`src/rtl/ebed_pkg.sv`:
```
`timescale 1ns / 1ps

package ebed_pkg;

	// Field widths.
	localparam int unsigned TIME_W  = 32;
	localparam int unsigned SHORT_W = 16;
	localparam int unsigned DATA_W  = 32;
	localparam int unsigned ADDR_W  = 4;
	localparam int unsigned REG_IDX_W = 2;

	// Register indexes, byte address is four times the index.
	typedef enum logic [REG_IDX_W-1:0] {
		REG_DEBOUNCE   = 2'd0,
		REG_DBL_GAP    = 2'd1,
		REG_HOLD       = 2'd2,
		REG_LONG_HOLD  = 2'd3
	} reg_idx_t;

	// Register reset values.
	localparam logic [SHORT_W-1:0] DEBOUNCE_RST  = 16'd20;
	localparam logic [SHORT_W-1:0] DBL_GAP_RST   = 16'd250;
	localparam logic [TIME_W-1:0]  HOLD_RST      = 32'd1000;
	localparam logic [TIME_W-1:0]  LONG_HOLD_RST = 32'd3000;

	// Reset value of the press and release timestamps.
	localparam logic [TIME_W-1:0] STAMP_RST = '1;

	// Rotation codes.
	typedef enum logic [1:0] {
		ROT_NONE = 2'd0,
		ROT_CCW  = 2'd1,
		ROT_CW   = 2'd2
	} rot_t;

	// Button event codes.
	typedef enum logic [2:0] {
		EV_NONE      = 3'd0,
		EV_SINGLE    = 3'd1,
		EV_DOUBLE    = 3'd2,
		EV_HOLD      = 3'd3,
		EV_LONG_HOLD = 3'd4
	} event_t;

	// Configuration handed from the register file to the detector core.
	typedef struct packed {
		logic [SHORT_W-1:0] debounce_ms;
		logic [SHORT_W-1:0] double_click_gap_ms;
		logic [TIME_W-1:0]  hold_ms;
		logic [TIME_W-1:0]  long_hold_ms;
	} cfg_t;

endpackage

```
`src/rtl/encoder_and_button_event_detector_unit.sv`:
```
`timescale 1ns / 1ps

// Channel   Handshake                    Payload
// sample    sample_valid / sample_stall  quadrature_a, quadrature_b, button_level, now_ms
// result    result_valid / result_stall  rotation, button_event
// config    APB write/read, pready = 1   paddr[3:2] selects the register
//
// One item per cycle when the result side does not stall; the path is an input register,
// followed by the detector logic and a result register.
// The detector state advances when an item moves from the input register to the
// result register, so the rate is set by that single state update per cycle.
// Reset clears the detector state, the registers to their defaults and both stages.
// A stalled result holds; the input register still takes an item while it is empty.

module encoder_and_button_event_detector_unit (
	input  logic                          clk,
	input  logic                          arst_n,
	// Sample channel.
	input  logic                          sample_valid,
	output logic                          sample_stall,
	input  logic                          quadrature_a,
	input  logic                          quadrature_b,
	input  logic                          button_level,
	input  logic [ebed_pkg::TIME_W-1:0]   now_ms,
	// Result channel.
	output logic                          result_valid,
	input  logic                          result_stall,
	output logic [1:0]                    rotation,
	output logic [2:0]                    button_event,
	// Configuration port.
	input  logic                          psel,
	input  logic                          penable,
	input  logic                          pwrite,
	input  logic [ebed_pkg::ADDR_W-1:0]   paddr,
	input  logic [ebed_pkg::DATA_W-1:0]   pwdata,
	output logic [ebed_pkg::DATA_W-1:0]   prdata,
	output logic                          pready
);

	ebed_pkg::cfg_t cfg_q;
	ebed_pkg::reg_idx_t reg_idx;
	logic cfg_wr;

	// Input stage.
	logic                        valid_s1;
	logic                        a_s1;
	logic                        b_s1;
	logic                        level_s1;
	logic [ebed_pkg::TIME_W-1:0] now_s1;

	// Result stage.
	logic              result_valid_q;
	ebed_pkg::rot_t    rotation_q;
	ebed_pkg::event_t  event_q;

	ebed_pkg::rot_t    rot_c;
	ebed_pkg::event_t  event_c;
	logic advance;
	logic step;

	// Register file.
	assign pready  = 1'b1;
	assign reg_idx = ebed_pkg::reg_idx_t'(paddr[ebed_pkg::ADDR_W-1:2]);
	assign cfg_wr  = psel && penable && pwrite;

	always_ff @(posedge clk or negedge arst_n) begin
		if (!arst_n) begin
			cfg_q.debounce_ms         <= ebed_pkg::DEBOUNCE_RST;
			cfg_q.double_click_gap_ms <= ebed_pkg::DBL_GAP_RST;
			cfg_q.hold_ms             <= ebed_pkg::HOLD_RST;
			cfg_q.long_hold_ms        <= ebed_pkg::LONG_HOLD_RST;
		end else if (cfg_wr) begin
			unique case (reg_idx)
				ebed_pkg::REG_DEBOUNCE: begin
					cfg_q.debounce_ms <= pwdata[ebed_pkg::SHORT_W-1:0];
				end
				ebed_pkg::REG_DBL_GAP: begin
					cfg_q.double_click_gap_ms <= pwdata[ebed_pkg::SHORT_W-1:0];
				end
				ebed_pkg::REG_HOLD: begin
					cfg_q.hold_ms <= pwdata[ebed_pkg::TIME_W-1:0];
				end
				ebed_pkg::REG_LONG_HOLD: begin
					cfg_q.long_hold_ms <= pwdata[ebed_pkg::TIME_W-1:0];
				end
			endcase
		end
	end

	// Read back.
	always_comb begin
		prdata = '0;
		unique case (reg_idx)
			ebed_pkg::REG_DEBOUNCE: begin
				prdata = {{(ebed_pkg::DATA_W-ebed_pkg::SHORT_W){1'b0}}, cfg_q.debounce_ms};
			end
			ebed_pkg::REG_DBL_GAP: begin
				prdata = {{(ebed_pkg::DATA_W-ebed_pkg::SHORT_W){1'b0}},
					cfg_q.double_click_gap_ms};
			end
			ebed_pkg::REG_HOLD: begin
				prdata = cfg_q.hold_ms;
			end
			ebed_pkg::REG_LONG_HOLD: begin
				prdata = cfg_q.long_hold_ms;
			end
		endcase
	end

	// The input stage moves on whenever the result register is free or being taken.
	assign advance      = !result_valid_q || !result_stall;
	assign step         = valid_s1 && advance;
	assign sample_stall = valid_s1 && !advance;

	always_ff @(posedge clk or negedge arst_n) begin
		if (!arst_n) begin
			valid_s1 <= 1'b0;
		end else if (!sample_stall) begin
			valid_s1 <= sample_valid;
		end
	end

	always_ff @(posedge clk) begin
		if (sample_valid && !sample_stall) begin
			a_s1     <= quadrature_a;
			b_s1     <= quadrature_b;
			level_s1 <= button_level;
			now_s1   <= now_ms;
		end
	end

	ebed_core u_core (
		.clk          (clk),
		.arst_n       (arst_n),
		.step         (step),
		.quadrature_a (a_s1),
		.quadrature_b (b_s1),
		.button_level (level_s1),
		.now_ms       (now_s1),
		.cfg          (cfg_q),
		.rotation     (rot_c),
		.button_event (event_c)
	);

	// Result register.
	always_ff @(posedge clk or negedge arst_n) begin
		if (!arst_n) begin
			result_valid_q <= 1'b0;
		end else if (advance) begin
			result_valid_q <= valid_s1;
		end
	end

	always_ff @(posedge clk) begin
		if (step) begin
			rotation_q <= rot_c;
			event_q    <= event_c;
		end
	end

	assign result_valid = result_valid_q;
	assign rotation     = rotation_q;
	assign button_event = event_q;

endmodule

```
`src/rtl/ebed_core.sv`:
```
`timescale 1ns / 1ps

module ebed_core (
	input  logic                        clk,
	input  logic                        arst_n,
	input  logic                        step,
	input  logic                        quadrature_a,
	input  logic                        quadrature_b,
	input  logic                        button_level,
	input  logic [ebed_pkg::TIME_W-1:0] now_ms,
	input  ebed_pkg::cfg_t              cfg,
	output ebed_pkg::rot_t              rotation,
	output ebed_pkg::event_t            button_event
);

	// Detector state.
	logic                        a_prev_q;
	logic                        btn_prev_q;
	logic [ebed_pkg::TIME_W-1:0] press_time_q;
	logic [ebed_pkg::TIME_W-1:0] release_time_q;
	logic                        ignore_rel_q;
	logic                        single_ok_q;
	logic                        hold_rep_q;
	logic                        long_rep_q;
	logic                        dbl_on_rel_q;
	logic                        dbl_wait_q;

	// Next-state values.
	logic [ebed_pkg::TIME_W-1:0] press_time_d;
	logic [ebed_pkg::TIME_W-1:0] release_time_d;
	logic                        ignore_rel_d;
	logic                        single_ok_d;
	logic                        hold_rep_d;
	logic                        long_rep_d;
	logic                        dbl_on_rel_d;
	logic                        dbl_wait_d;

	// Elapsed times against the stored and the refreshed stamps.
	logic [ebed_pkg::TIME_W-1:0] since_rel;
	logic [ebed_pkg::TIME_W-1:0] since_press;
	logic [ebed_pkg::TIME_W-1:0] since_rel_new;
	logic [ebed_pkg::TIME_W-1:0] since_press_new;
	logic [ebed_pkg::TIME_W-1:0] debounce_ext;
	logic [ebed_pkg::TIME_W-1:0] gap_ext;
	logic                        press_edge;
	logic                        rel_edge;
	logic                        rel_take;

	assign debounce_ext = {{(ebed_pkg::TIME_W-ebed_pkg::SHORT_W){1'b0}}, cfg.debounce_ms};
	assign gap_ext      = {{(ebed_pkg::TIME_W-ebed_pkg::SHORT_W){1'b0}},
		cfg.double_click_gap_ms};

	assign since_rel   = now_ms - release_time_q;
	assign since_press = now_ms - press_time_q;

	// Debounced edges: each is measured from the last accepted opposite edge.
	assign press_edge = !button_level && btn_prev_q && (since_rel > debounce_ext);
	assign rel_edge   = button_level && !btn_prev_q && (since_press > debounce_ext);
	assign rel_take   = rel_edge && !ignore_rel_q;

	// A stamp refreshed on this item reads as zero elapsed time.
	assign since_rel_new   = rel_take ? '0 : since_rel;
	assign since_press_new = press_edge ? '0 : since_press;

	// Rotation step on a rising edge of A, only while the button was released.
	always_comb begin
		rotation = ebed_pkg::ROT_NONE;
		if (!a_prev_q && quadrature_a && btn_prev_q) begin
			rotation = quadrature_b ? ebed_pkg::ROT_CW : ebed_pkg::ROT_CCW;
		end
	end

	// Button event and flag updates, in the order the decisions depend on each other.
	always_comb begin
		button_event   = ebed_pkg::EV_NONE;
		press_time_d   = press_time_q;
		release_time_d = release_time_q;
		ignore_rel_d   = ignore_rel_q;
		single_ok_d    = single_ok_q;
		hold_rep_d     = hold_rep_q;
		long_rep_d     = long_rep_q;
		dbl_on_rel_d   = dbl_on_rel_q;
		dbl_wait_d     = dbl_wait_q;

		if (press_edge) begin
			press_time_d = now_ms;
			ignore_rel_d = 1'b0;
			single_ok_d  = 1'b1;
			hold_rep_d   = 1'b0;
			long_rep_d   = 1'b0;
			dbl_on_rel_d = (since_rel < gap_ext) && !dbl_on_rel_q && dbl_wait_q;
			dbl_wait_d   = 1'b0;
		end else if (rel_take) begin
			release_time_d = now_ms;
			if (!dbl_on_rel_q) begin
				dbl_wait_d = 1'b1;
			end else begin
				button_event = ebed_pkg::EV_DOUBLE;
				dbl_on_rel_d = 1'b0;
				dbl_wait_d   = 1'b0;
				single_ok_d  = 1'b0;
			end
		end

		// A lone click is reported once the double-click gap has run out.
		if (button_level && (since_rel_new >= gap_ext) && dbl_wait_d && !dbl_on_rel_d &&
			single_ok_d && (button_event != ebed_pkg::EV_DOUBLE)) begin
			button_event = ebed_pkg::EV_SINGLE;
			dbl_wait_d   = 1'b0;
		end

		// Hold and long hold while the button stays down.
		if (!button_level && (since_press_new >= cfg.hold_ms)) begin
			if (!hold_rep_d) begin
				button_event = ebed_pkg::EV_HOLD;
				ignore_rel_d = 1'b1;
				dbl_on_rel_d = 1'b0;
				dbl_wait_d   = 1'b0;
				hold_rep_d   = 1'b1;
			end
			if ((since_press_new >= cfg.long_hold_ms) && !long_rep_d) begin
				button_event = ebed_pkg::EV_LONG_HOLD;
				long_rep_d   = 1'b1;
			end
		end
	end

	// State update, once per processed item.
	always_ff @(posedge clk or negedge arst_n) begin
		if (!arst_n) begin
			a_prev_q       <= 1'b0;
			btn_prev_q     <= 1'b1;
			press_time_q   <= ebed_pkg::STAMP_RST;
			release_time_q <= ebed_pkg::STAMP_RST;
			ignore_rel_q   <= 1'b0;
			single_ok_q    <= 1'b1;
			hold_rep_q     <= 1'b0;
			long_rep_q     <= 1'b0;
			dbl_on_rel_q   <= 1'b0;
			dbl_wait_q     <= 1'b0;
		end else if (step) begin
			a_prev_q       <= quadrature_a;
			btn_prev_q     <= button_level;
			press_time_q   <= press_time_d;
			release_time_q <= release_time_d;
			ignore_rel_q   <= ignore_rel_d;
			single_ok_q    <= single_ok_d;
			hold_rep_q     <= hold_rep_d;
			long_rep_q     <= long_rep_d;
			dbl_on_rel_q   <= dbl_on_rel_d;
			dbl_wait_q     <= dbl_wait_d;
		end
	end

endmodule

```
`config.mk`:
```
export PLATFORM = sky130hd
export DESIGN_NAME = encoder_and_button_event_detector_unit
export DESIGN_NICKNAME = d
export VERILOG_FILES = /design/src/rtl/ebed_pkg.sv /design/src/rtl/encoder_and_button_event_detector_unit.sv /design/src/rtl/ebed_core.sv
export SDC_FILE = /design/constraint.sdc
export NUM_CORES = 1
export LEC_CHECK = 0
export BUFFER_PORTS_ARGS = -buffer_cell sky130_fd_sc_hd__buf_2
export CAP_MARGIN = 5
export CORE_MARGIN = 2
export CORE_UTILIZATION = 35
export CTS_BUF_LIST = sky130_fd_sc_hd__clkbuf_4
export DETAILED_ROUTE_END_ITERATION = 10
export PLACE_DENSITY_LB_ADDON = 0.05
export REMOVE_ABC_BUFFERS = 1
export SETUP_SLACK_MARGIN = 0.15
export SLEW_MARGIN = 10
export SYNTH_ARGS = -nofsm -noshare
export SYNTH_HDL_FRONTEND = slang
export SYNTH_SLANG_ARGS = --single-unit
```
`constraint.sdc`:
```
create_clock -name clk -period 8.5 [get_ports clk]
set_input_delay 2.55 -clock clk [delete_from_list [all_inputs] [get_ports clk]]
set_output_delay 2.55 -clock clk [all_outputs]
set_load 0.02 [all_outputs]
```
==> metrics <==
FF-to-FF setup slack=1250 ps; status=complete, no violations; RSZ-0062 raised after global routing=no; hold path depth=2; Slew @ Worst Pin=1060 ps; peak supply drop=0.118 mV; max-slew violation count=0; crit path buf inv count=1; delay-heaviest family, CP=compound AO/OA/AOI/OAI gates; io pins=118; Pre-antenna DRT Iters=5; EDFF count, synth=40; hold_buf cts=0; Initial Utilization=35.3%; most frequent cells in the layout=ha_1, inv_1, nand2_1, o21ai_0, buf_2; Worst Path Required=9170 ps; CTS sink cnt=210; R2R Path End=button_event[0]; Max Cap Viol=0; via count=12,220; share of cells above drive strength 1=25.6%; Seq/Total Area, Yosys=34.9%; total power=6.67 mW; number of DRC markers in iteration 0=660; number of port buffers=114; die area=47,300 sq um; Max transition margin=29.4%; post-CTS setup buffers=0; area share of the largest cell type after synthesis=14.8%; core footprint=45,200 sq um; Layout fillers=4,580; Syn Area/Cell=9.74 sq um; Final Skew=49.8 ps; Tot GR Track Use=18.5%; vias in the first global route=12,624; Worst-Skew Late Latency=820 ps; Core Rows=78; initial antenna violation count=2; Comb pwr share=60.3%; commonest non-fill, non-tap cell in the layout=ha_1; cell count of the worst reg-to-reg path=32; Final setup viols=0; Multi-input gate area=9380 sq um; post-synthesis cell count=1,637; total CTS buffers=61; post-synth top area cell=ha_1; ys flop type=dfstp_2; Final ANT Viol Nets=0; Die Span Y=217 um; flip-flop and latch area=5560 sq um; Finished Core Util=39.5%; Area contributors post-synth=ha_1, dfstp_2, dfrtp_1, edfxtp_1, mux2_2; power density cells=373 nW/um^2; Setup CP Type=reg -> reg; H-tree depth reported by CTS=2; sequential fraction of design power=23.8%; Synth cell types=98; first-pass GRT wire length=68,600 um; via-per-instance ratio=5.04; Worst path slowest cell=or3b_2; Sum Neg Setup Slack=0 ps; Net Sw Power=2.94 mW; Bufs on Longest Clock Path=3; Chip Width=217 um; GRT overflow=0; HP Start=a_s1; CTS clk-pin slew, worst paths=60 ps; internal power=3.73 mW; post-DP HPWL=33,200 um; critical path launch point type=register; CTS resizes=0; total wire length=42,400 um; Hold WC Path Type=reg -> reg; DR WL/cell=17.5 um; switching share of power=44.1%; drt drc=0; Worst EP arrival=7920 ps; Yosys warning count=0; ys async rst share=81.0%; final hold violations=0; Root Buffer=clkbuf_4; cell mode on critical path=a21o_1; CTS tree=done; Critical Path Fanout Max=6; Placer Congestion=0.829; Critical Path Max Stage Delay=510 ps; synthesized area=15,900 sq um; reg2reg start=now_s1[1]; crit share post-route=85.3%; #FFs+latches synth=210; Final Critical Period=7250 ps; hold path endpoint=u_core.a_prev_q; clock group share of total power=16.0%; largest net degree at the start of global routing=91; Crit. End Element=register; leak pwr=8.21 nW; Final nets=2,036; max frequency=138 MHz; Layout area overhead=12.1%
==> worst max-delay path by stage <==
stage                             start         endpoint  slack [ps]  depth (start not counted)
6_report                      now_s1[1]  button_event[0]        1250                         32
3_5_place_dp                  now_s1[1]  button_event[0]        1190                         32
4_1_cts                       now_s1[1]  button_event[0]        1200                         32
2_1_floorplan  u_core.release_time_q[1]  button_event[2]        2250                         26
3_3_place_gp                  now_s1[1]  button_event[0]        1250                         32
5_1_grt                       now_s1[1]  button_event[0]         630                         32
==> per-layer routing <==
metal  up-vias  routed length (um)  GRT usage, %
met5         -                   0             0
met4         0                1030          5.53
met3        61                1660          3.63
met2       196               18600          28.9
met1      5811               21100          25.8
li1       6152                   -             -
==> stage by stage <==
stage                     hold WS (ps)  cells  setup slack, ps  instance area, sq um
final                              479   2424             1250                 17900
after global routing               510   2422              627                 17900
after CTS                          485   2419             1200                 17900
after detailed placement           470   2304             1190                 17000
after global placement             462   2304             1250                 17000
after floorplan                    442   1583             2250                 15600
==> registers in the layout, indices dropped and copies added (netlist names) <==
register               count
rotation                   2
b_s1                       1
level_s1                   1
u_core.single_ok_q         1
u_core.hold_rep_q          1
u_core.btn_prev_q          1
valid_s1                   1
a_s1                       1
now_s1                    32
u_core.dbl_wait_q          1
u_core.long_rep_q          1
u_core.a_prev_q            1
u_core.dbl_on_rel_q        1
result_valid               1
u_core.release_time_q     32
button_event               3
u_core.ignore_rel_q        1
u_core.press_time_q       32
cfg_q                     96
==> synth_stat cells (all sizes together), types with 9 or more instances <==
| cell | n |
|---|---|
| clkbuf | 27 |
| mux2i | 21 |
| dfrtp | 83 |
| nor2 | 76 |
| nand3 | 14 |
| a211oi | 21 |
| nand2 | 131 |
| nor2b | 63 |
| a31oi | 9 |
| and2 | 9 |
| xnor2 | 27 |
| mux2 | 111 |
| and3 | 9 |
| nor4 | 10 |
| o211ai | 12 |
| xor2 | 26 |
| dfstp | 87 |
| nand2b | 18 |
| a21o | 51 |
| a21oi | 95 |
| mux4 | 16 |
| ha | 189 |
| nor3 | 17 |
| nand4 | 33 |
| o21a | 21 |
| edfxtp | 40 |
| inv | 176 |
| buf | 25 |
| o21ai | 123 |
==> logic make-up after synthesis <==
group                    after synthesis  share of synthesized area (%)
other                                  1                         0.0235
multiplexers                         148                           11.4
buffers and inverters                231                           6.39
adder cells (fa/ha/maj)              191                           15.1
XOR/XNOR                              53                           2.91
AO/OA/AOI/OAI                        389                           15.9
flip-flops                           210                           34.9
AND/OR/NAND/NOR                      414                           13.4
==> power by group through the flow <==
stage          combinational (mW)  clock (mW)  sequential [mW]
4_1_cts                      4.06        1.12             1.59
3_5_place_dp                 4.04           0             1.60
5_1_grt                      4.60        1.18             1.63
3_3_place_gp                 3.99           0             1.59
2_1_floorplan                3.00           0             1.55
6_report                     4.02        1.06             1.58
==> final cells by class <==
type	count	area share (%)
diodes	5	0.0700
clock buffers	102	4.29
clock inverters	13	0.595
inverters	177	3.72
multi-input cells	1196	52.5
flip-flops and latches	210	31.1
well taps	600	4.20
repair buffers	121	3.52
==> worst min-delay path: stages, from the launching register on <==
cell and delay (ps):
edfxtp_1 350, nand2_1 50, nand2_1 50
No activity file was read; power rests on OpenSTA's default activity.
